==> src/sv/xxtea_pkg.sv <==
`timescale 1ns / 1ps

package xxtea_pkg;

	localparam int unsigned MAX_WORDS_DEF = 64;
	localparam int unsigned WORD_W = 32;
	localparam int unsigned ADDR_W = 4;
	localparam int unsigned ROUND_W = 6;
	localparam int unsigned BASE_ROUNDS = 6;
	localparam int unsigned ROUND_NUM = 52;
	localparam int unsigned QUOT_MAX = ROUND_NUM / 2;
	localparam logic [WORD_W-1:0] DELTA = 32'h9e37_79b9;

	typedef logic [1:0] status_t;
	localparam status_t STAT_DONE  = 2'd0;
	localparam status_t STAT_SHORT = 2'd1;
	localparam status_t STAT_LONG  = 2'd2;

	typedef struct packed {
		logic [WORD_W-1:0] data_word;
		logic              last_word;
		logic              decrypt_mode;
	} in_item_t;

	typedef struct packed {
		logic [WORD_W-1:0] result_word;
		logic              last_result;
		status_t           block_status;
	} out_item_t;

	typedef logic [3:0][WORD_W-1:0] key_t;

	typedef enum logic [2:0] {
		ST_LOAD,
		ST_SETUP,
		ST_PRIME,
		ST_RUN,
		ST_EMIT
	} state_t;

	typedef struct packed {
		logic    load_wr;
		logic    load_first;
		logic    init;
		logic    sum_init;
		logic    rd_en;
		logic    step;
		logic    round_end;
		logic    decrypt;
		logic    pair;
		logic    out_load;
		logic    out_last;
		status_t out_status;
		logic [1:0] key_lo;
	} dp_cmd_t;

	function automatic logic [WORD_W-1:0] mix(
		input logic [WORD_W-1:0] z,
		input logic [WORD_W-1:0] y,
		input logic [WORD_W-1:0] sum,
		input logic [WORD_W-1:0] k
	);
		logic [WORD_W-1:0] a;
		logic [WORD_W-1:0] b;
		a = ((z >> 5) ^ (y << 2)) + ((y >> 3) ^ (z << 4));
		b = (sum ^ y) + (k ^ z);
		return a ^ b;
	endfunction

endpackage

==> src/sv/xxtea_apb.sv <==
`timescale 1ns / 1ps

module xxtea_apb (
	input  logic                                 clk,
	input  logic                                 arst_n,
	input  logic                                 psel,
	input  logic                                 penable,
	input  logic                                 pwrite,
	input  logic [xxtea_pkg::ADDR_W-1:0]         paddr,
	input  logic [xxtea_pkg::WORD_W-1:0]         pwdata,
	output logic [xxtea_pkg::WORD_W-1:0]         prdata,
	output logic                                 pready,
	output xxtea_pkg::key_t                      key
);

	xxtea_pkg::key_t key_q;
	logic [1:0]      reg_idx;

	assign reg_idx = paddr[xxtea_pkg::ADDR_W-1:2];

	always_ff @(posedge clk or negedge arst_n) begin
		if (!arst_n) begin
			key_q <= '0;
		end else if (psel && penable && pwrite) begin
			key_q[reg_idx] <= pwdata;
		end
	end

	assign prdata = key_q[reg_idx];
	assign pready = 1'b1;
	assign key    = key_q;

endmodule

==> src/sv/xxtea_ctrl.sv <==
`timescale 1ns / 1ps

module xxtea_ctrl #(
	parameter int unsigned MAX_WORDS = xxtea_pkg::MAX_WORDS_DEF,
	localparam int unsigned AW = $clog2(MAX_WORDS),
	localparam int unsigned CNT_W = $clog2(MAX_WORDS + 1)
) (
	input  logic                              clk,
	input  logic                              arst_n,
	input  logic                              in_valid,
	output logic                              in_ready,
	input  xxtea_pkg::in_item_t               in_item,
	output logic                              out_valid,
	input  logic                              out_ready,
	output xxtea_pkg::dp_cmd_t                cmd,
	output logic [AW-1:0]                     wr_addr,
	output logic [AW-1:0]                     rd_addr,
	output logic [xxtea_pkg::ROUND_W-1:0]     rounds
);

	xxtea_pkg::state_t  state_q, state_d;
	logic [CNT_W-1:0]   count_q;
	logic               ovf_q;
	logic               mode_q;
	xxtea_pkg::status_t status_q;
	logic [AW-1:0]      pos_q;
	logic [AW-1:0]      fa_q;
	logic [xxtea_pkg::ROUND_W-1:0] rounds_q;
	logic [CNT_W-1:0]   iss_q;
	logic               rd_vld_q;
	logic               rd_last_q;
	logic               out_vld_q;

	logic               accept;
	logic               room;
	logic [CNT_W-1:0]   n_new;
	xxtea_pkg::status_t status_d;
	logic [AW-1:0]      last_idx;
	logic [AW-1:0]      start_pos;
	logic               at_end;
	logic               move;
	logic               issue;
	logic [xxtea_pkg::QUOT_MAX-1:0] quot_hits;
	logic [xxtea_pkg::ROUND_W-1:0]  rounds_d;

	function automatic logic [AW-1:0] nxt(
		input logic [AW-1:0] x,
		input logic [AW-1:0] top,
		input logic          dec
	);
		logic [AW-1:0] r;
		if (dec) begin
			r = (x == '0) ? top : x - AW'(1);
		end else begin
			r = (x == top) ? '0 : x + AW'(1);
		end
		return r;
	endfunction

	assign in_ready  = (state_q == xxtea_pkg::ST_LOAD);
	assign accept    = in_valid && in_ready;
	assign room      = (count_q < CNT_W'(MAX_WORDS));
	assign n_new     = room ? count_q + CNT_W'(1) : count_q;
	assign status_d  = (ovf_q || !room) ? xxtea_pkg::STAT_LONG :
	                   (n_new < CNT_W'(2)) ? xxtea_pkg::STAT_SHORT : xxtea_pkg::STAT_DONE;
	assign last_idx  = AW'(count_q - CNT_W'(1));
	assign start_pos = mode_q ? last_idx : '0;
	assign at_end    = (pos_q == (mode_q ? '0 : last_idx));
	assign move      = (state_q == xxtea_pkg::ST_EMIT) && rd_vld_q && (!out_vld_q || out_ready);
	assign issue     = (state_q == xxtea_pkg::ST_EMIT) && (iss_q != count_q) && (!rd_vld_q || move);

	// 52/n as the count of k with k*n <= 52
	always_comb begin
		for (int k = 1; k <= xxtea_pkg::QUOT_MAX; k++) begin
			quot_hits[k-1] = (32'(count_q) * 32'(k) <= 32'(xxtea_pkg::ROUND_NUM));
		end
	end
	assign rounds_d = xxtea_pkg::ROUND_W'(xxtea_pkg::BASE_ROUNDS)
	                + xxtea_pkg::ROUND_W'($countones(quot_hits));

	always_comb begin
		state_d = state_q;
		unique case (state_q)
			xxtea_pkg::ST_LOAD: begin
				if (accept && in_item.last_word) begin
					state_d = (status_d == xxtea_pkg::STAT_DONE) ? xxtea_pkg::ST_SETUP
					                                            : xxtea_pkg::ST_EMIT;
				end
			end
			xxtea_pkg::ST_SETUP: state_d = xxtea_pkg::ST_PRIME;
			xxtea_pkg::ST_PRIME: state_d = xxtea_pkg::ST_RUN;
			xxtea_pkg::ST_RUN: begin
				if (at_end && rounds_q == xxtea_pkg::ROUND_W'(1)) begin
					state_d = xxtea_pkg::ST_EMIT;
				end
			end
			xxtea_pkg::ST_EMIT: begin
				if (move && rd_last_q) begin
					state_d = xxtea_pkg::ST_LOAD;
				end
			end
			default: state_d = xxtea_pkg::ST_LOAD;
		endcase
	end

	always_comb begin
		cmd            = '0;
		cmd.decrypt    = mode_q;
		cmd.pair       = (count_q == CNT_W'(2));
		cmd.key_lo     = 2'(pos_q);
		cmd.out_last   = rd_last_q;
		cmd.out_status = status_q;
		cmd.out_load   = move;
		wr_addr        = count_q[AW-1:0];
		rd_addr        = fa_q;
		unique case (state_q)
			xxtea_pkg::ST_LOAD: begin
				cmd.load_wr    = accept && room;
				cmd.load_first = accept && (count_q == '0);
			end
			xxtea_pkg::ST_SETUP: begin
				cmd.init = 1'b1;
			end
			xxtea_pkg::ST_PRIME: begin
				cmd.rd_en    = 1'b1;
				cmd.sum_init = 1'b1;
			end
			xxtea_pkg::ST_RUN: begin
				cmd.step      = 1'b1;
				cmd.rd_en     = 1'b1;
				cmd.round_end = at_end;
				wr_addr       = pos_q;
			end
			xxtea_pkg::ST_EMIT: begin
				cmd.rd_en = issue;
				rd_addr   = iss_q[AW-1:0];
			end
			default: begin
				cmd.rd_en = 1'b0;
			end
		endcase
	end

	always_ff @(posedge clk or negedge arst_n) begin
		if (!arst_n) begin
			state_q   <= xxtea_pkg::ST_LOAD;
			count_q   <= '0;
			ovf_q     <= 1'b0;
			mode_q    <= 1'b0;
			status_q  <= xxtea_pkg::STAT_DONE;
			pos_q     <= '0;
			fa_q      <= '0;
			rounds_q  <= '0;
			iss_q     <= '0;
			rd_vld_q  <= 1'b0;
			rd_last_q <= 1'b0;
			out_vld_q <= 1'b0;
		end else begin
			state_q <= state_d;
			case (state_q)
				xxtea_pkg::ST_LOAD: begin
					if (accept) begin
						if (count_q == '0) begin
							mode_q <= in_item.decrypt_mode;
						end
						if (room) begin
							count_q <= count_q + CNT_W'(1);
						end else begin
							ovf_q <= 1'b1;
						end
						if (in_item.last_word) begin
							status_q <= status_d;
						end
					end
				end
				xxtea_pkg::ST_SETUP: begin
					pos_q    <= start_pos;
					fa_q     <= nxt(start_pos, last_idx, mode_q);
					rounds_q <= rounds_d;
				end
				xxtea_pkg::ST_PRIME: begin
					fa_q <= nxt(fa_q, last_idx, mode_q);
				end
				xxtea_pkg::ST_RUN: begin
					fa_q  <= nxt(fa_q, last_idx, mode_q);
					pos_q <= nxt(pos_q, last_idx, mode_q);
					if (at_end) begin
						rounds_q <= rounds_q - xxtea_pkg::ROUND_W'(1);
					end
				end
				xxtea_pkg::ST_EMIT: begin
					if (issue) begin
						iss_q     <= iss_q + CNT_W'(1);
						rd_last_q <= (iss_q == count_q - CNT_W'(1));
						rd_vld_q  <= 1'b1;
					end else if (move) begin
						rd_vld_q <= 1'b0;
					end
					if (move && rd_last_q) begin
						count_q <= '0;
						ovf_q   <= 1'b0;
						mode_q  <= 1'b0;
						iss_q   <= '0;
					end
				end
				default: begin
					rd_vld_q <= 1'b0;
				end
			endcase
			if (move) begin
				out_vld_q <= 1'b1;
			end else if (out_ready) begin
				out_vld_q <= 1'b0;
			end
		end
	end

	assign out_valid = out_vld_q;
	assign rounds    = rounds_q;

endmodule

==> src/sv/xxtea_dp.sv <==
`timescale 1ns / 1ps

module xxtea_dp #(
	parameter int unsigned MAX_WORDS = xxtea_pkg::MAX_WORDS_DEF,
	localparam int unsigned AW = $clog2(MAX_WORDS)
) (
	input  logic                              clk,
	input  xxtea_pkg::dp_cmd_t                cmd,
	input  logic [AW-1:0]                     wr_addr,
	input  logic [AW-1:0]                     rd_addr,
	input  logic [xxtea_pkg::ROUND_W-1:0]     rounds,
	input  logic [xxtea_pkg::WORD_W-1:0]      in_word,
	input  xxtea_pkg::key_t                   key,
	output xxtea_pkg::out_item_t              out_item
);

	logic [xxtea_pkg::WORD_W-1:0] mem_q [MAX_WORDS];
	logic [xxtea_pkg::WORD_W-1:0] rd_q;
	logic [xxtea_pkg::WORD_W-1:0] first_q;
	logic [xxtea_pkg::WORD_W-1:0] lastw_q;
	logic [xxtea_pkg::WORD_W-1:0] own_q;
	logic [xxtea_pkg::WORD_W-1:0] carry_q;
	logic [xxtea_pkg::WORD_W-1:0] sum_q;
	xxtea_pkg::out_item_t         out_q;

	logic [xxtea_pkg::WORD_W-1:0] fetched;
	logic [xxtea_pkg::WORD_W-1:0] z;
	logic [xxtea_pkg::WORD_W-1:0] y;
	logic [xxtea_pkg::WORD_W-1:0] k;
	logic [xxtea_pkg::WORD_W-1:0] mval;
	logic [xxtea_pkg::WORD_W-1:0] new_word;
	logic [xxtea_pkg::WORD_W-1:0] wr_data;
	logic                         wr_en;

	// two-word block: the neighbor is always the other word, held in carry_q
	assign fetched  = cmd.pair ? carry_q : rd_q;
	assign z        = cmd.decrypt ? fetched : carry_q;
	assign y        = cmd.decrypt ? carry_q : fetched;
	assign k        = key[cmd.key_lo ^ sum_q[3:2]];
	assign mval     = xxtea_pkg::mix(z, y, sum_q, k);
	assign new_word = cmd.decrypt ? own_q - mval : own_q + mval;
	assign wr_en    = cmd.load_wr || cmd.step;
	assign wr_data  = cmd.step ? new_word : in_word;

	always_ff @(posedge clk) begin
		if (wr_en) begin
			mem_q[wr_addr] <= wr_data;
		end
		if (cmd.rd_en) begin
			rd_q <= mem_q[rd_addr];
		end
	end

	always_ff @(posedge clk) begin
		if (cmd.load_wr) begin
			lastw_q <= in_word;
		end
		if (cmd.load_first) begin
			first_q <= in_word;
		end
		if (cmd.init) begin
			own_q   <= cmd.decrypt ? lastw_q : first_q;
			carry_q <= cmd.decrypt ? first_q : lastw_q;
		end else if (cmd.step) begin
			own_q   <= fetched;
			carry_q <= new_word;
		end
		if (cmd.sum_init) begin
			sum_q <= cmd.decrypt ? 32'(32'(rounds) * xxtea_pkg::DELTA) : xxtea_pkg::DELTA;
		end else if (cmd.round_end) begin
			sum_q <= cmd.decrypt ? sum_q - xxtea_pkg::DELTA : sum_q + xxtea_pkg::DELTA;
		end
		if (cmd.out_load) begin
			out_q.result_word  <= rd_q;
			out_q.last_result  <= cmd.out_last;
			out_q.block_status <= cmd.out_status;
		end
	end

	assign out_item = out_q;

endmodule

==> src/sv/xxtea_block_cipher.sv <==
`timescale 1ns / 1ps

// channel   dir  handshake               transfer
// cfg       in   psel/penable/pready     key word write/read, 4 x 32 bit
// in        in   in_valid/in_ready       one block word, last flag, mode
// out       out  out_valid/out_ready     one result word, last flag, status
//
// A block of n words is loaded, set up (SETUP, PRIME) and mixed for 6+52/n rounds
// of n XXTEA steps each (one XXTEA step per cycle through the single word store
// write port), then emitted. Short and long blocks skip setup and mixing. in_ready
// is high only while loading; results leave through an output register, so
// out_ready low only stalls emission. Reset clears control and keys; the word
// store is not cleared.

module xxtea_block_cipher #(
	parameter int unsigned MAX_WORDS = xxtea_pkg::MAX_WORDS_DEF
) (
	input  logic                          clk,
	input  logic                          arst_n,
	input  logic                          psel,
	input  logic                          penable,
	input  logic                          pwrite,
	input  logic [xxtea_pkg::ADDR_W-1:0]  paddr,
	input  logic [xxtea_pkg::WORD_W-1:0]  pwdata,
	output logic [xxtea_pkg::WORD_W-1:0]  prdata,
	output logic                          pready,
	input  logic                          in_valid,
	output logic                          in_ready,
	input  xxtea_pkg::in_item_t           in_data,
	output logic                          out_valid,
	input  logic                          out_ready,
	output xxtea_pkg::out_item_t          out_data
);

	localparam int unsigned AW = $clog2(MAX_WORDS);

	xxtea_pkg::key_t               key;
	xxtea_pkg::dp_cmd_t            cmd;
	logic [AW-1:0]                 wr_addr;
	logic [AW-1:0]                 rd_addr;
	logic [xxtea_pkg::ROUND_W-1:0] rounds;

	xxtea_apb u_apb (
		.clk     (clk),
		.arst_n  (arst_n),
		.psel    (psel),
		.penable (penable),
		.pwrite  (pwrite),
		.paddr   (paddr),
		.pwdata  (pwdata),
		.prdata  (prdata),
		.pready  (pready),
		.key     (key)
	);

	xxtea_ctrl #(
		.MAX_WORDS (MAX_WORDS)
	) u_ctrl (
		.clk       (clk),
		.arst_n    (arst_n),
		.in_valid  (in_valid),
		.in_ready  (in_ready),
		.in_item   (in_data),
		.out_valid (out_valid),
		.out_ready (out_ready),
		.cmd       (cmd),
		.wr_addr   (wr_addr),
		.rd_addr   (rd_addr),
		.rounds    (rounds)
	);

	xxtea_dp #(
		.MAX_WORDS (MAX_WORDS)
	) u_dp (
		.clk      (clk),
		.cmd      (cmd),
		.wr_addr  (wr_addr),
		.rd_addr  (rd_addr),
		.rounds   (rounds),
		.in_word  (in_data.data_word),
		.key      (key),
		.out_item (out_data)
	);

	a_no_step_on_load: assert property (@(posedge clk) disable iff (!arst_n)
		(in_valid && in_ready) |-> !cmd.step)
		else $error("mixing step during word load");

	a_no_result_overwrite: assert property (@(posedge clk) disable iff (!arst_n)
		cmd.out_load |-> (!out_valid || out_ready))
		else $error("output register reloaded before transfer");

	a_no_rw_collision: assert property (@(posedge clk) disable iff (!arst_n)
		(cmd.step && cmd.rd_en && !cmd.pair) |-> (wr_addr != rd_addr))
		else $error("store read and write hit the same word");

	a_step_reads_ahead: assert property (@(posedge clk) disable iff (!arst_n)
		(cmd.step && !cmd.round_end) |=> (cmd.step || cmd.out_load || !cmd.rd_en))
		else $error("mixing stopped inside a round");

endmodule
==> config.mk <==
export PLATFORM = sky130hd
export DESIGN_NAME = xxtea_block_cipher
export DESIGN_NICKNAME = d
export VERILOG_FILES = /design/src/sv/xxtea_pkg.sv /design/src/sv/xxtea_apb.sv /design/src/sv/xxtea_ctrl.sv /design/src/sv/xxtea_dp.sv /design/src/sv/xxtea_block_cipher.sv
export SDC_FILE = /design/constraint.sdc
export NUM_CORES = 2
export LEC_CHECK = 0
export BUFFER_PORTS_ARGS = -buffer_cell sky130_fd_sc_hd__buf_4
export CAP_MARGIN = 20
export CORE_UTILIZATION = 58
export DETAILED_ROUTE_END_ITERATION = 16
export PLACE_DENSITY = 0.74
export SYNTH_ARGS = -nofsm -noshare
export SYNTH_HDL_FRONTEND = slang
export SYNTH_HIERARCHICAL = 1
export SYNTH_SLANG_ARGS = --single-unit
==> constraint.sdc <==
create_clock -name clk -period 14.1 [get_ports clk]
set_clock_uncertainty 0.05 [all_clocks]
set_input_delay 0.705 -clock clk [delete_from_list [all_inputs] [get_ports clk]]
set_output_delay 0.705 -clock clk [all_outputs]
set_load 0.05 [all_outputs]
## Yosys cells after proc, flatten, opt, wreduce, memory -nomap -nowiden

Memories as Yosys holds them, arrays and structs flattened. A register that Yosys moved wholly into a read port is not among the register bits.
Cells that the tools add are included.

| word-level totals | value |
|---|---|
| memories | 1 |
| register bits after elaboration | 365 |
| input bits | 77 |
| memory bits (writable) | 2,048 |
| output and inout bits | 70 |
| logic and storage cells | 262 |

Memories:

| name | words | width | read ports | clocked after Yosys merged registers in | wr ports | line | text |
|---|---|---|---|---|---|---|---|
| u_dp.mem_q | 64 | 32 | 1 | 1 | 1 | xxtea_dp.sv:17 | `logic [xxtea_pkg::WORD_W-1:0] mem_q [MAX_WORDS];` |

| operators by class | value |
|---|---|
| equality and inequality tests | 20 |
| magnitude comparators | 31 |
| bitwise logic cells | 7 |
| mux-type cells | 71 |
| add/subtract/negate cells | 42 |
| multipliers | 22 |
| reduce and logical (&&, ||, !) cells | 44 |

Operators with widths:

| operator | number |
|---|---|
| 32-bit 2-to-1 mux | 18 |
| 32-bit binary-select mux with 2-bit select | 2 |
| 128-bit bitwise mux | 1 |
| 12-bit by 6-bit <= comparator with 1-bit output, second input constant | 10 |
| 32-bit adder | 3 |
| 32-bit bitwise XOR | 3 |
| 11-bit by 6-bit <= comparator with 1-bit output, second input constant | 8 |
| 6-bit 2-to-1 mux | 14 |
| 7-bit by 4-bit multiplier with 11-bit output, second input constant | 7 |
| 6-bit adder | 12 |
| 32-bit demux with 2-bit select | 1 |
| 7-bit by 5-bit multiplier with 12-bit output, second input constant | 5 |
| 7-bit by 3-bit multiplier with 10-bit output, second input constant | 5 |
| 10-bit by 6-bit <= comparator with 1-bit output, second input constant | 4 |
| 7-bit by 2-bit multiplier with 9-bit output, second input constant | 4 |
| 6-bit case mux with 2 select lines | 3 |
| 7-bit 2-to-1 mux | 5 |
| 32-bit adder, second input constant | 1 |
| 6-bit by 32-bit multiplier with 32-bit output, second input constant | 1 |
| 32-bit subtractor | 1 |
| 32-bit subtractor, second input constant | 1 |
| 27-bit by 32-bit bitwise XOR with 32-bit output | 1 |
| 29-bit by 32-bit bitwise XOR with 32-bit output | 1 |
| 1-bit by 1-bit adder with 2-bit output | 13 |
| other kinds (44) | 113 |

## Logic depth before layout (Yosys ltp)

| logic depth | value |
|---|---|
| word-level depth | 10 |
| mapped depth | 39 |
| gate-level depth less buffers | 35 |

## By module

The synthesis kept the hierarchy.

Modules (own cells, without submodules):

| module | instances | area each (µm²) | cells each | sequential area each (µm²) |
|---|---|---|---|---|
| xxtea_dp | 1 | 99,098.8 | 5,150 | 68,315.5 |
| xxtea_ctrl | 1 | 9,135.0 | 1,083 | 1,051.0 |
| xxtea_apb | 1 | 5,699.2 | 319 | 3,203.1 |

## Worst setup path before layout

OpenSTA, ideal clock, no wires.

| timing | value |
|---|---|
| path type | register to register |
| start point | register u_ctrl.count_q[5] |
| end point | memory u_dp/mem_q[0][28] (netlist bit), data pin |
| path buffers | 4 |
| setup time | 0.564 ns |
| required time | 13.486 ns |
| clock period less this slack | 10.201 ns |
| slack | 3.899 ns |
| stages on the path, launching flop included | 37 |
| arrival | 9.588 ns |
| cells stage by stage | dfrtp_1 > buf_2 > clkinv_1 > ha_1 > inv_1 > nor2_1 > and3_1 > clkbuf_1 > buf_1 > clkbuf_1 > mux2i_1 > a21oi_1 > xnor2_1 > ha_1 > inv_1 > fa_1 > nand2b_1 > a21oi_1 > o211a_1 > nor2_1 > xnor2_1 > nor4b_4 > a21oi_1 > xor2_1 > ha_1 > a21o_1 > a21o_1 > a21o_1 > a21oi_1 > nor2b_1 > or4_1 > a31oi_1 > o31a_1 > o21ai_0 > a31oi_1 > xor2_1 > mux2i_1 |

RTL lines:

| item | line | text |
|---|---|---|
| start, declared | xxtea_ctrl.sv:22 | `logic [CNT_W-1:0] count_q;` |
| start signal, assigned | xxtea_ctrl.sv:167 | `count_q <= count_q + CNT_W'(1);` |
| end, declared | xxtea_dp.sv:17 |  |

==> results.md <==
## Outcome
* result of the run: finished, final reports clean

## Floorplanning
* # rows: 162
* die area: 0.1982 mm2
* initial core utilization: 58.43%
* chip width: 445.2 um
* I/O pins: 147
* DIE HEIGHT: 445.2 um
* Placeable Area: 0.1950 mm2

## Setup path
* critical path launch point type: register
* number of buffer and inverter instances along the worst setup path: 5
* critical path peak fanout: 64
* RR Startpoint: u_ctrl/count_q[3]
* largest stage delay on the critical path: 940 ps
* endpoint type of the worst setup path: register
* worst setup path category: reg2reg
* worst endpoint required time: 14580 ps
* total number of cells along the worst setup path: 31
* depth of the most critical reg-to-reg path: 31
* start point of the critical path: u_ctrl/count_q[3]
* arrival time of data at the critical path endpoint: 11020 ps
* top cell family by delay on the critical path: compound AO/OA/AOI/OAI gates
* CP max-delay cell: sky130_fd_sc_hd__mux2i_1

## Synth
* number of synthesized flops with an enable pin: 2275
* Synth Register Bits: 2445
* leading register cell type out of synthesis: sky130_fd_sc_hd__edfxtp_1
* cell count after synthesis: 6552
* most common cell in the synthesized netlist: sky130_fd_sc_hd__edfxtp_1
* number of warning messages in the yosys log: 6
* most area-hungry cell type in the Yosys netlist: sky130_fd_sc_hd__edfxtp_1
* synth top area cells: sky130_fd_sc_hd__edfxtp_1, sky130_fd_sc_hd__mux4_2, sky130_fd_sc_hd__dfrtp_1
* netlist area before placement: 0.1139 mm2
* dominant combinational cell family by area after synthesis: multiplexers
* fraction of the mapped netlist area in adder cells: 5.381%
* multiplexer area fraction after synthesis: 17.61%
* Post-synth ARST share: 6.953%
* XOR/XNOR share of the synthesized area: 3.118%
* part of the Yosys area used for sequential elements: 63.69%
* most common library cells after synthesis: sky130_fd_sc_hd__edfxtp_1, sky130_fd_sc_hd__mux4_2, sky130_fd_sc_hd__ha_1, sky130_fd_sc_hd__nor2_1, sky130_fd_sc_hd__a21oi_1
* Unique masters post-synth: 118
* synthesized-area fraction occupied by ao, oa, aoi and oai cells: 4.554%
* net count after synthesis: 7056
* top-area cell type share of the netlist area: 59.96%
* simple-gate share of the synthesized area: 3.739%
* syn_area_per_cell: 17.39 um2

## Clock network
* CTS hold repair buffers: 24
* clk slew on worst S/H paths: 60 ps
* CTS HTree Levels: 4
* maximum number of buffers from clock root to sink: 3
* insertion delay to the later sink of the worst-skew pair: 900 ps
* number of clock buffers inserted by TritonCTS: 232
* quantity of gates resized following cts: 0
* number of sinks driven by the clock tree: 2445
* TritonCTS clock tree: yes
* buffer cell driving the clock tree root: sky130_fd_sc_hd__clkbuf_16
* buffers inserted during post-CTS setup optimization: 0

## Detailed routing
* Vias: 63308
* number of DRC markers in iteration 0: 7221
* Antenna Violating Nets Remaining: 0
* DRC: 0
* Routed wire per std cell: 31.25 um
* total wire length after detailed routing: 300.8 mm
* DRT Pass-1 Iters: 8
* Via density: 6.575

## Place
* IO Port Bufs: 143
* Final Wtd Congestion: 0.9079
* Final HPWL DP: 172.1 mm
* number of cells in the design after placement: 9149

## GRT
* overall overflow remaining after global route: 0
* global routing usage summed across all routing layers: 30.55%
* via count of the first global-routing pass: 64698
* maximum number of pins on one net before global-route repair: 143
* wire length of the first global-routing pass: 439.0 mm
* initial antenna violation count: 15

## Timing
* final hold vios: 0
* RSZ-0062 raised after global routing: no
* Max Fclk: 94.91 MHz
* final worst path period share: 74.73%
* Total Negative Setup Slacks: 0 ps
* transition at the pin with the smallest max-transition slack: 1168 ps
* time the worst path needs with I/O delays and setup: 10540 ps
* tightest slew margin relative to the limit: 19.87%
* setup violators final: 0
* final-report max-slew violation count: 0
* worst hold margin: 44.82 ps

## Power and ir drop
* IR drop worst, VDD: 0.2685 mV
* leakage component of the power: 0.04353 uW
* power per cell area: 222.2 mW/mm2

## Min path
* class of the most critical hold timing path: in2reg
* number of cells on the worst hold path: 2
* HP Start: pwdata[0]

## Flow run
* max-cap violations: 0

## Finish
* layout filler cell count: 12855
* area grow syn2layout: 11.68%
* count of placed standard cells in the final layout, fillers left out: 9628
* final-stage net count: 7310
* share of layout cells above drive strength 1: 24.04%

## logic make-up after synthesis
family | after synthesis
buffers and inverters | 545
xor gates and xnor gates | 392
DFF | 2445
other | 1
adders and majority gates | 427
and+or+nand+nor | 869
AOI/OAI and AO/OA | 818
muxes | 1055
## stage by stage
| step | utilization, % | area, um2 | total power (uW) | setup WS, ps |
|---|---|---|---|---|
| after floorplan | - | 113900 | 18200 | 3899 |
| after global placement | 60.92 | 118800 | 21520 | 3850 |
| after detailed placement | 60.94 | 118800 | 21700 | 3753 |
| after CTS | 65.02 | 126800 | 28230 | 3704 |
| after global routing | 65.25 | 127200 | 29530 | 2771 |
| final | 65.25 | 127200 | 28270 | 3563 |
## placed cells by master (no fill, tap or decap), types with 64 or more instances in the layout
| cell | count |
|---|---|
| sky130_fd_sc_hd__buf_4 | 270 |
| sky130_fd_sc_hd__nor2_1 | 247 |
| sky130_fd_sc_hd__dfrtp_1 | 169 |
| sky130_fd_sc_hd__nand2_1 | 206 |
| sky130_fd_sc_hd__a21o_1 | 83 |
| sky130_fd_sc_hd__inv_1 | 230 |
| sky130_fd_sc_hd__xor2_1 | 156 |
| sky130_fd_sc_hd__ha_1 | 322 |
| sky130_fd_sc_hd__o21ai_0 | 155 |
| sky130_fd_sc_hd__clkbuf_16 | 234 |
| sky130_fd_sc_hd__xnor2_1 | 224 |
| sky130_fd_sc_hd__nor2_4 | 64 |
| sky130_fd_sc_hd__mux2i_1 | 143 |
| sky130_fd_sc_hd__mux4_2 | 733 |
| sky130_fd_sc_hd__mux2_2 | 137 |
| sky130_fd_sc_hd__fa_1 | 105 |
| sky130_fd_sc_hd__a21oi_1 | 289 |
| sky130_fd_sc_hd__edfxtp_1 | 2275 |
## cell type report
| class | count | area, um2 | share of cell area, % |
|---|---|---|---|
| Sequential cell | 2445 | 72570 | 57.04 |
| Multi-Input combinational cell | 3562 | 39860 | 31.33 |
| Clock buffer | 291 | 6180 | 4.857 |
| Tap cell | 2624 | 3283 | 2.580 |
| Timing Repair Buffer | 326 | 2890 | 2.272 |
| Clock inverter | 137 | 1533 | 1.205 |
| Inverter | 239 | 902.1 | 0.7090 |
| Antenna cell | 4 | 10.01 | 0.007867 |
## report_power, final
group	total, uW	switching, uW	internal (uW)	leakage, uW
registers	8710	237	8470	0.0226
clock network	6340	2760	3580	0.00375
logic	13200	7600	5620	0.0172
total	28300	10600	17700	0.0435
## path summary, 6_finish.rpt
| check | end | slack (ps) |
|---|---|---|
| setup / recovery | u_dp/mem_q[5][31] | 3560 |
| hold / removal | u_apb/key[64] | 40 |
| setup reg to reg | u_dp/mem_q[5][31] | 3560 |
| hold reg to reg | u_dp/out_item[1] | 410 |
| max in group asynchronous | u_apb/key[8] | 11860 |
| min in group asynchronous | u_ctrl/rounds[0] | 520 |
## routing by layer
metal | GRT usage, % | share of wire [%] | vias to the layer above
li1 | - | - | 26547
met1 | 40.24 | 37 | 32759
met2 | 51.95 | 51 | 3419
met3 | 4.599 | 8.6 | 581
met4 | 11.08 | 3.5 | 2
met5 | 0 | 0.0043 | -
## registers in the layout, indices dropped and copies added, names as in the netlist, 7 cells and up
register / cells
u_dp/first_q: 32
u_dp/mem_q: 2048
u_dp/lastw_q: 32
u_ctrl/iss_q: 7
u_dp/rd_q: 32
u_dp/own_q: 32
u_dp/out_item: 35
u_apb/key: 128
u_ctrl/count_q: 7
u_dp/carry_q: 32
u_dp/sum_q: 32
Power figures use the tool's default switching activity.
